`src/design/lsg_pkg.sv`:
```
// ----------------------------------------------------------------------------
// lsg_pkg
// Shared types and constants for the log-sigmoid forward/backward unit:
// fixed-point formats, opcode, queue entry and the exp tap table.
// ----------------------------------------------------------------------------
package lsg_pkg;

  localparam int DATA_WIDTH = 16;
  localparam int FRAC_BITS  = 12;
  localparam int Q_BITS     = 30;
  localparam int P_W        = Q_BITS + 1;
  localparam int Y_W        = Q_BITS + 2;
  localparam int T_W        = DATA_WIDTH + Q_BITS + 1 - FRAC_BITS;

  localparam logic [Q_BITS:0]   LOG2E_Q30 = 31'd1549082005;
  localparam logic [Q_BITS-1:0] LN2_Q30   = 30'd744261118;
  localparam logic [Q_BITS:0]   ONE_Q     = P_W'(1) << Q_BITS;

  typedef enum logic {
    OP_FWD = 1'b0,
    OP_BWD = 1'b1
  } lsg_op_t;

  typedef struct packed {
    lsg_op_t               op;
    logic                  x_neg;
    logic [DATA_WIDTH-1:0] x_val;
    logic                  g_neg;
    logic [DATA_WIDTH-1:0] g_mag;
  } lsg_tag_t;

  typedef struct packed {
    lsg_tag_t       tag;
    logic [T_W-1:0] t;
  } lsg_item_t;

  typedef struct packed {
    logic full;
    logic empty;
  } lsg_qstat_t;

  // 2^(-2^-k) in Q30 by repeated integer square roots
  function automatic logic [Q_BITS-1:0] exp_tap(input int k);
    logic [63:0] tk;
    logic [63:0] v;
    logic [63:0] r;
    logic [63:0] b;
    int s;
    int i;
    tk = 64'd1 << (Q_BITS - 1);
    for (s = 1; s <= k; s++) begin
      v = tk << Q_BITS;
      r = '0;
      b = 64'd1 << 62;
      for (i = 0; i < 32; i++) begin
        if (b > v) b = b >> 2;
      end
      for (i = 0; i < 32; i++) begin
        if (b != '0) begin
          if (v >= r + b) begin
            v = v - (r + b);
            r = (r >> 1) + b;
          end else begin
            r = r >> 1;
          end
          b = b >> 2;
        end
      end
      tk = r;
    end
    return tk[Q_BITS-1:0];
  endfunction

endpackage

```
`src/design/lsg_front.sv`:
```
// ----------------------------------------------------------------------------
// lsg_front
// Takes requests, splits sign and magnitude and scales |x| by log2(e).
// ----------------------------------------------------------------------------
module lsg_front
  import lsg_pkg::*;
(
  input  logic                         clk,
  input  logic                         rst_n,
  input  logic                         in_valid,
  output logic                         in_stall,
  input  logic                         in_opcode,
  input  logic signed [DATA_WIDTH-1:0] in_x_value,
  input  logic signed [DATA_WIDTH-1:0] in_grad_in,
  input  lsg_qstat_t                   q_stat,
  output logic                         push,
  output lsg_item_t                    push_item
);

  localparam int PROD_W = DATA_WIDTH + Q_BITS + 1;

  logic                  f_vld_r, f_vld_nxt;
  lsg_item_t             f_item_r, f_item_nxt;
  logic                  accept;
  logic                  x_neg, g_neg;
  logic [DATA_WIDTH-1:0] x_mag, g_mag;
  logic [PROD_W-1:0]     t_prod;

  assign in_stall  = f_vld_r && q_stat.full;
  assign accept    = in_valid && !in_stall;
  assign push      = f_vld_r && !q_stat.full;
  assign push_item = f_item_r;

  always_comb begin
    x_neg  = in_x_value[DATA_WIDTH-1];
    g_neg  = in_grad_in[DATA_WIDTH-1];
    x_mag  = x_neg ? DATA_WIDTH'(~in_x_value + 1'b1) : in_x_value;
    g_mag  = g_neg ? DATA_WIDTH'(~in_grad_in + 1'b1) : in_grad_in;
    t_prod = PROD_W'(x_mag) * PROD_W'(LOG2E_Q30);
    f_item_nxt.tag.op    = lsg_op_t'(in_opcode);
    f_item_nxt.tag.x_neg = x_neg;
    f_item_nxt.tag.x_val = in_x_value;
    f_item_nxt.tag.g_neg = g_neg;
    f_item_nxt.tag.g_mag = g_mag;
    f_item_nxt.t         = t_prod[PROD_W-1:FRAC_BITS];
    if (accept) begin
      f_vld_nxt = 1'b1;
    end else if (push) begin
      f_vld_nxt = 1'b0;
    end else begin
      f_vld_nxt = f_vld_r;
    end
  end

  always_ff @(posedge clk) begin
    if (!rst_n) begin
      f_vld_r <= 1'b0;
    end else begin
      f_vld_r <= f_vld_nxt;
    end
  end

  always_ff @(posedge clk) begin
    if (accept) begin
      f_item_r <= f_item_nxt;
    end
  end

endmodule

```
`config.mk`:
```
export PLATFORM = sky130hd
export DESIGN_NAME = lsg_front
export DESIGN_NICKNAME = d
export VERILOG_FILES = /design/src/design/lsg_pkg.sv /design/src/design/lsg_front.sv
export SDC_FILE = /design/constraint.sdc
export NUM_CORES = 1
export LEC_CHECK = 0
export BUFFER_PORTS_ARGS = -buffer_cell sky130_fd_sc_hd__buf_2
export CAP_MARGIN = 30
export CELL_PAD_IN_SITES_DETAIL_PLACEMENT = 0
export CELL_PAD_IN_SITES_GLOBAL_PLACEMENT = 1
export CORE_ASPECT_RATIO = 0.5
export CORE_MARGIN = 2
export CORE_UTILIZATION = 53
export DETAILED_ROUTE_END_ITERATION = 8
export GPL_TIMING_DRIVEN = 0
export PLACE_DENSITY_LB_ADDON = 0.1
export SLEW_MARGIN = 20
export SYNTH_ARGS = -nofsm -noshare
export SYNTH_HDL_FRONTEND = slang
export SYNTH_SLANG_ARGS = --single-unit
```
`constraint.sdc`:
```
create_clock -name clk -period 28.2 [get_ports clk]
set_clock_uncertainty 0.1 [all_clocks]
set_input_delay 5.64 -clock clk [delete_from_list [all_inputs] [get_ports clk]]
set_output_delay 5.64 -clock clk [all_outputs]
set_load 0.02 [all_outputs]
```
==> metrics.yaml <==
drt:
  wl_per_cell_microns: 18.0
  vias_per_cell: 5.25
  drcViolationCount: 0
  first_iter_violations: 434
  ant_nets: 0
  dr.pass1.iters: 5
  finalWirelength_mm: 25.0
  vias: 7282
timing:
  period_share_pct: 47.6
  max_freq_ghz: 0.0745
  hold_slack_ps: 587
  slew_headroom_pct: 42.1
  setup_tns_ps: 0
  finalHoldViolCount: 0
  worst_pin_slew_ps: 862
  rsz0062_at_grt: "false"
  layout_min_cycle_time_ps: 13420
  drv_slew: 0
  setup_violations: 0
clock_network:
  cts_buffer_depth: 2
  cts_resized: 0
  path_clk_slew_ps: 60
  cts_made_buffers: 9
  post_cts.repair.setup_buffers: 0
  cts_sinks: 70
  cts_hold_buf: 0
  insertion_delay_ps: 350
  cts_max_level: 3
  cts_tree: "built"
  cts_root_buffer: "clkbuf_16"
synth:
  synthTopCellsByArea: "fa_1 30%, ha_1 21%, edfxtp_1 20%"
  ys_seq_elements: 70
  synthArstFlopShare_pct: 0
  ys_types: 59
  syn_inst: 990
  synthFlopType: "edfxtp_1"
  yosysMostFrequentCell: "inv_1"
  syn_area_per_cell_sq_um: 10.7
  synth_edf_count: 69
  netlist.area_leader.share_pct: 30.2
  netlist_area_sq_mm: 0.0106
  synthTopCellsByCount: "252 x inv_1, 180 x ha_1, 160 x fa_1"
  yosysSeqAreaShare_pct: 19.7
  synth_top_cell_by_area: "fa_1"
  syn_nets: 1368
  synth_warnings: 0
layout:
  n_antenna_cell: 0
  drive_above_1_share_pct: 13.7
  area_growth_pct: 12.0
  multi_input_area_sq_mm: 0.00757
  layout.nets: 1493
  layout.area.seq_sq_mm: 0.00209
  fill_cells: 1724
hold_path:
  min_from: "f_vld_r"
  hold_path.class: "reg -> reg"
floorplan:
  fp.dieArea_sq_mm: 0.0213
  io_pins: 110
  die_width_microns: 204
  num_rows: 36
  start_util_pct: 54.3
  die_h_microns: 104
  coreArea_sq_mm: 0.0195
flow_run:
  cap_violations: 0
setup_path:
  crit_type: "in -> reg"
  slowest_stage: "fa_1"
  startpoint_type: "primary input"
  required_ps: 28200
  worst_path_most_repeated_cell: "fa_1"
  path_max_fanout: 7
  arrival_ps: 13430
  cpPeakStageDelay_ps: 640
  end_kind: "flip-flop"
  worstSetupStartpoint: "in_x_value[5]"
  reg2reg_from: "f_vld_r"
placed_design:
  hpwl_mm: 21.5
  io_buffers: 108
  place_congestion: 0.964
grt:
  grt_pass1_vias: 7692
  grt.total_usage_pct: 25.2
  antenna_found_initial: 0
  grt_max_degree: 27
  grt_overflow: 0
  grt_first_pass_wirelength_mm: 40.4
run_status:
  status: "finished, final reports clean"
cell families (layout without fill, tap and decap cells):
logic type / count (synthesis) / count (layout) / synth area share, %
xor gates and xnor gates: 61 / 61 / 5.03
muxes: 1 / 1 / 0.0943
buffers and inverters: 263 / 393 / 9.37
DFF: 70 / 70 / 19.7
and+or+nand+nor: 118 / 118 / 5.62
AOI/OAI and AO/OA: 137 / 137 / 8.81
adders and majority gates: 340 / 340 / 51.4
path summary, 6_finish.rpt:
kind	end	slack, ps	depth (start not counted)
setup / recovery	push_item[34]	14780	27
hold / removal	f_vld_r	590	2
setup reg to reg	push_item[57]	26360	4
hold reg to reg	f_vld_r	590	2
layout by cell type, fill, tap and decap left out, types with 5 or more instances in the layout:
master	instances
inv_1	252
ha_1	180
fa_1	160
buf_2	113
edfxtp_1	69
a21oi_1	38
xnor2_1	37
nand2_1	34
o21ai_0	25
nor2_1	25
xor2_1	20
a21o_1	17
nor2b_1	9
clkbuf_16	9
clkbuf_1	7
o31ai_1	7
nand2b_1	7
nand4_1	7
o21a_1	6
nand3_1	6
o21ai_1	5
nor3_1	5
o211ai_1	5
sequential cells by signal, indices dropped and copies added, names as in the netlist:
register	count
push_item	69
f_vld_r	1
per-stage QoR:
step                      instance area (sq um)  std cells  utilization, %  setup slack (ps)
after global placement                    11500       1364            58.8             14100
after global routing                      11900       1386            60.8             14170
after detailed placement                  11600       1370            59.3             14340
after CTS                                 11900       1386            60.8             14690
after floorplan                           10600        990               -             15440
final                                     11900       1386            60.8             14780
final cells by class:
cell class | count | area share, %
Tap cell | 266 | 2.80
Clock inverter | 7 | 0.610
Timing Repair Buffer | 114 | 5.09
Multi-Input combinational cell | 657 | 63.7
Clock buffer | 9 | 1.89
Sequential cell | 70 | 17.6
Inverter | 252 | 7.95
Buffer | 11 | 0.410
routing by layer:
layer  GRT usage (%)  up-vias  wire length [microns]
li1                -     3490                      -
met1            36.9     3581                  12200
met2            37.6      192                  10600
met3            7.39       19                   1970
met4            4.04        0                    229
met5               0        -                      0
critical path: cells and delay by family:
family                     cells  cell delay, ps
buffers and inverters          5             630
and+or+nand+nor                4            1130
AOI/OAI and AO/OA              9            2160
xor gates and xnor gates       2             350
adders and majority gates      7            3490
Power is not shown: default switching activity piles up to over one toggle a cycle in this logic, so the estimate is an artifact.
