[src/design/lsg_pkg.sv]
// ----------------------------------------------------------------------------
// lsg_pkg
// Shared types and constants for the log-sigmoid forward/backward unit:
// fixed-point formats, opcode, queue entry and the exp tap table.
// ----------------------------------------------------------------------------
package lsg_pkg;

  localparam int DATA_WIDTH = 16;
  localparam int FRAC_BITS  = 12;
  localparam int Q_BITS     = 30;
  localparam int P_W        = Q_BITS + 1;
  localparam int Y_W        = Q_BITS + 2;
  localparam int T_W        = DATA_WIDTH + Q_BITS + 1 - FRAC_BITS;

  localparam logic [Q_BITS:0]   LOG2E_Q30 = 31'd1549082005;
  localparam logic [Q_BITS-1:0] LN2_Q30   = 30'd744261118;
  localparam logic [Q_BITS:0]   ONE_Q     = P_W'(1) << Q_BITS;

  typedef enum logic {
    OP_FWD = 1'b0,
    OP_BWD = 1'b1
  } lsg_op_t;

  typedef struct packed {
    lsg_op_t               op;
    logic                  x_neg;
    logic [DATA_WIDTH-1:0] x_val;
    logic                  g_neg;
    logic [DATA_WIDTH-1:0] g_mag;
  } lsg_tag_t;

  typedef struct packed {
    lsg_tag_t       tag;
    logic [T_W-1:0] t;
  } lsg_item_t;

  typedef struct packed {
    logic full;
    logic empty;
  } lsg_qstat_t;

  // 2^(-2^-k) in Q30 by repeated integer square roots
  function automatic logic [Q_BITS-1:0] exp_tap(input int k);
    logic [63:0] tk;
    logic [63:0] v;
    logic [63:0] r;
    logic [63:0] b;
    int s;
    int i;
    tk = 64'd1 << (Q_BITS - 1);
    for (s = 1; s <= k; s++) begin
      v = tk << Q_BITS;
      r = '0;
      b = 64'd1 << 62;
      for (i = 0; i < 32; i++) begin
        if (b > v) b = b >> 2;
      end
      for (i = 0; i < 32; i++) begin
        if (b != '0) begin
          if (v >= r + b) begin
            v = v - (r + b);
            r = (r >> 1) + b;
          end else begin
            r = r >> 1;
          end
          b = b >> 2;
        end
      end
      tk = r;
    end
    return tk[Q_BITS-1:0];
  endfunction

endpackage

[src/design/lsg_queue.sv]
// ----------------------------------------------------------------------------
// lsg_queue
// Short request queue between the front and back parts.
// ----------------------------------------------------------------------------
module lsg_queue
  import lsg_pkg::*;
#(
  parameter int DEPTH = 4
) (
  input  logic       clk,
  input  logic       rst_n,
  input  logic       push,
  input  lsg_item_t  push_item,
  input  logic       pop,
  output lsg_item_t  head_item,
  output lsg_qstat_t q_stat
);

  localparam int PTR_W = $clog2(DEPTH);
  localparam int CNT_W = $clog2(DEPTH + 1);

  lsg_item_t slot_r [DEPTH];
  logic [PTR_W-1:0] wr_ptr_r, wr_ptr_nxt;
  logic [PTR_W-1:0] rd_ptr_r, rd_ptr_nxt;
  logic [CNT_W-1:0] cnt_r, cnt_nxt;
  logic do_push, do_pop;

  always_comb begin
    q_stat.full  = (cnt_r == CNT_W'(DEPTH));
    q_stat.empty = (cnt_r == '0);
    do_push      = push && !q_stat.full;
    do_pop       = pop && !q_stat.empty;
    head_item    = slot_r[rd_ptr_r];
    wr_ptr_nxt   = wr_ptr_r;
    rd_ptr_nxt   = rd_ptr_r;
    if (do_push) begin
      wr_ptr_nxt = (wr_ptr_r == PTR_W'(DEPTH - 1)) ? '0 : wr_ptr_r + 1'b1;
    end
    if (do_pop) begin
      rd_ptr_nxt = (rd_ptr_r == PTR_W'(DEPTH - 1)) ? '0 : rd_ptr_r + 1'b1;
    end
    case ({do_push, do_pop})
      2'b10:   cnt_nxt = cnt_r + 1'b1;
      2'b01:   cnt_nxt = cnt_r - 1'b1;
      default: cnt_nxt = cnt_r;
    endcase
  end

  always_ff @(posedge clk) begin
    if (!rst_n) begin
      wr_ptr_r <= '0;
      rd_ptr_r <= '0;
      cnt_r    <= '0;
    end else begin
      wr_ptr_r <= wr_ptr_nxt;
      rd_ptr_r <= rd_ptr_nxt;
      cnt_r    <= cnt_nxt;
    end
  end

  always_ff @(posedge clk) begin
    if (do_push) begin
      slot_r[wr_ptr_r] <= push_item;
    end
  end

endmodule

[config.mk]
export PLATFORM = sky130hd
export DESIGN_NAME = lsg_queue
export DESIGN_NICKNAME = d
export VERILOG_FILES = /design/src/design/lsg_pkg.sv /design/src/design/lsg_queue.sv
export SDC_FILE = /design/constraint.sdc
export NUM_CORES = 1
export LEC_CHECK = 0
export BUFFER_PORTS_ARGS = -buffer_cell sky130_fd_sc_hd__buf_2
export CORE_MARGIN = 5
export CORE_UTILIZATION = 52
export CTS_CLUSTER_SIZE = 40
export DETAILED_ROUTE_END_ITERATION = 6
export PLACE_DENSITY = 0.76
export SYNTH_ARGS = -nofsm -noshare
export SYNTH_HDL_FRONTEND = slang
export SYNTH_SLANG_ARGS = --single-unit
[constraint.sdc]
create_clock -name clk -period 4.7 [get_ports clk]
set_input_delay 0.94 -clock clk [delete_from_list [all_inputs] [get_ports clk]]
set_output_delay 0.94 -clock clk [all_outputs]
set_load 0.05 [all_outputs]
==> flow_summary.toml <==
[final_layout]
area_delta_synth_final_pct = 18.7
fin_nets = 662
drive_above_1_share = 0.453

[sta]
min_period_ns = 3.41
slew_violations = 0
fin_crit_sh = 0.726
tightest_slew_ns = 1.08
rsz0062_at_grt = "no"
setup_tns_ns = 0
setup_viol = 0
timing.fmax_mhz = 293
finalHoldViolations = 0
max_slew_margin = 0.280
fin_skew_ns = 0.00999
postLayoutSetupSlackWorst_ns = 1.29

[die]
die_x_um = 153
floorplan.rows = 52
die_y_um = 153
fp.dieArea_sq_mm = 0.0235
start_util = 0.527
core_sq_mm = 0.0202
pin_count = 146

[synthesis]
async_flop_share = 0
yosys.area.top_type = "edfxtp_1"
syn_inst = 422
synth_area_leaders = "edfxtp_1 79%, mux4_2 15%, dfxtp_1 1.7%, buf_12 1.3%, ha_1 0.70%"
yosys_warnings = 0
synth_sequential_area_ratio = 0.805
synth_top_area_frac = 0.788
synthesis.nets = 503
ys.flop_type = "edfxtp_1"
yosysMostFrequentCell = "edfxtp_1"
synth_edf_count = 280
synth_cell_types = 25
synth.cell_area_sq_mm = 0.0107
syn_area_per_cell_sq_um = 25.3
synth_common_cells = "280 x edfxtp_1, 70 x mux4_2, 9 x dfxtp_1, 8 x buf_2"
ys_seq_elements = 289

[clock_network]
post_cts_buffers = 0
clock_sinks = 289
clk_pin_slew_ns = 0.06
cts_resized = 0
htree_levels = 1
clock_path_buffers = 3
tritoncts.num_buffers = 29
cts_tree = "built"
cts_hold_buf = 0
clockRootBuffer = "clkbuf_16"
clk_latency_ns = 0.53

[critical_path]
rrSetupSlack_ns = 2.26
reg2reg_depth = 3
cpMaxStageDelayCell = "dfxtp_4"
r2r-start = "cnt_r[0]$_SDFFE_PN0P_"
crit_arrival_ns = 2.47
r2r_end = "slot_r[0][30]$_DFFE_PP_"
cp.required_ns = 3.76
endpoint = "head_item[0]"
cpPeakStageDelay_ns = 0.66
critPathMaxFanout = 47
cp-start-kind = "flop"
worstPathCellList = "buf_12, mux4_2, buf_2"
critPathKind = "flop to output port"
endpoint_kind = "output port"

[detailed_routing]
wirelength_um = 19400
initialDrtViolationCount = 365
vias_per_cell = 5.51
ant_nets = 0
num_vias = 4824
dr.pass1.iters = 5
wl_per_cell_um = 22.2
drc = 0

[place]
routabilityCongestion = 0.690
dp.final_hpwl_um = 11400
dp_slack_ns = 1.75
port_buffers = 145

[grt]
grt_pass1_wl_um = 30200
grt_max_degree = 71
grt-ovfl-total = 0
grt_antenna_before_repair = 6
grt_pass1_vias = 5214
grt_usage = 0.164

[power_and_ir_drop]
total_power_mw = 8.03
power_leakage_nw = 4.27
p_per_area_mw_per_mm2 = 635
ir_drop_v = 0.000302

[status]
status = "complete, no violations"

[hold_path]
hold_class = "flop to flop"
hp-start = "wr_ptr_r[1]$_SDFFE_PN0P_"

[flow_run]
cap_violations = 0
==> worst min path at each step <==
stage                                to  slack [ns]  cells after the start
2_1_floorplan  wr_ptr_r[1]$_SDFFE_PN0P_        0.47                      2
4_1_cts        wr_ptr_r[1]$_SDFFE_PN0P_        0.52                      2
3_5_place_dp   wr_ptr_r[1]$_SDFFE_PN0P_        0.51                      2
3_3_place_gp   wr_ptr_r[1]$_SDFFE_PN0P_        0.47                      2
5_1_grt        wr_ptr_r[0]$_SDFFE_PN0P_        0.56                      2
6_report       wr_ptr_r[1]$_SDFFE_PN0P_        0.51                      2
==> logic make-up (layout without fill, tap and decap cells) <==
logic type	Yosys count	after routing	share of synthesized area
compound gates	6	6	0.00328
flops	289	289	0.805
buf+inv	25	206	0.0211
fa+ha+maj	7	7	0.00891
xor+xnor	2	2	0.00164
simple gates	21	21	0.0104
mux	72	72	0.150
other cells	0	2	0
==> cell usage in the layout (no fill, tap or decap) <==
master and count:
a21boi_0 1, and2_1 2, and2_4 4, buf_12 1, buf_2 145, bufinv_16 9, clkbuf_16 29, clkinv_1 3
clkinv_2 7, clkinv_4 1, clkinvlp_4 2, dfxtp_1 7, dfxtp_4 2, diode_2 2, edfxtp_1 280, fa_1 1
ha_1 6, inv_1 7, inv_6 2, mux2i_1 2, mux4_2 70, nand2_1 7, nand3_1 2, nor2_1 2
nor2b_1 1, nor3_1 1, nor3b_2 1, o21ai_0 4, o31ai_1 1, or3_1 1, xnor2_1 1, xor2_1 1
==> stage by stage <==
stage                     hold WS [ns]  area, sq um  utilization  cells
after floorplan                  0.468        10700            -    422
after global placement           0.474        11600        0.572    820
after detailed placement         0.506        11600        0.572    820
after CTS                        0.516        12700        0.625    873
after global routing             0.564        12700        0.626    875
final                            0.514        12700        0.626    875
==> registers in the layout, summed over array words and instances, names as in the netlist, named ones only <==
name,flops
rd_ptr_r,2
cnt_r,3
wr_ptr_r,2
slot_r,280
==> critical path: cells and delay by family (launching register included) <==
family / cells / cell delay (ns)
multiplexers: 1 / 0.60
flip-flops: 1 / 0.66
buffers and inverters: 2 / 0.61
==> metal layers <==
| layer | vias to the layer above | share of wire | global-route usage | routed length [um] |
|---|---|---|---|---|
| met3 | 28 | 0.079 | 0.0478 | 1540 |
| met1 | 2495 | 0.39 | 0.219 | 7640 |
| met5 | - | 0.0022 | 0 | 42 |
| met2 | 183 | 0.51 | 0.273 | 9940 |
| li1 | 2110 | - | - | - |
| met4 | 8 | 0.012 | 0.0356 | 234 |
==> where the power goes <==
| group | switching (mW) | internal (mW) | leakage (nW) | total (mW) |
|---|---|---|---|---|
| Combinational | 1.53 | 0.683 | 1.10 | 2.21 |
| Clock | 0.920 | 1.62 | 0.530 | 2.54 |
| Sequential | 0.156 | 3.12 | 2.64 | 3.28 |
| Total | 2.60 | 5.43 | 4.27 | 8.03 |
==> cell type report <==
type                            count  area, sq um
Clock inverter                     24          358
Sequential cell                   289         8600
Tap cell                          270          338
Multi-Input combinational cell    108         1870
Clock buffer                       29          726
Inverter                            7         26.3
Antenna cell                        2         5.00
Timing Repair Buffer              146          746
Fill cell                        1367         7570
(Power assumes the default switching activity.)
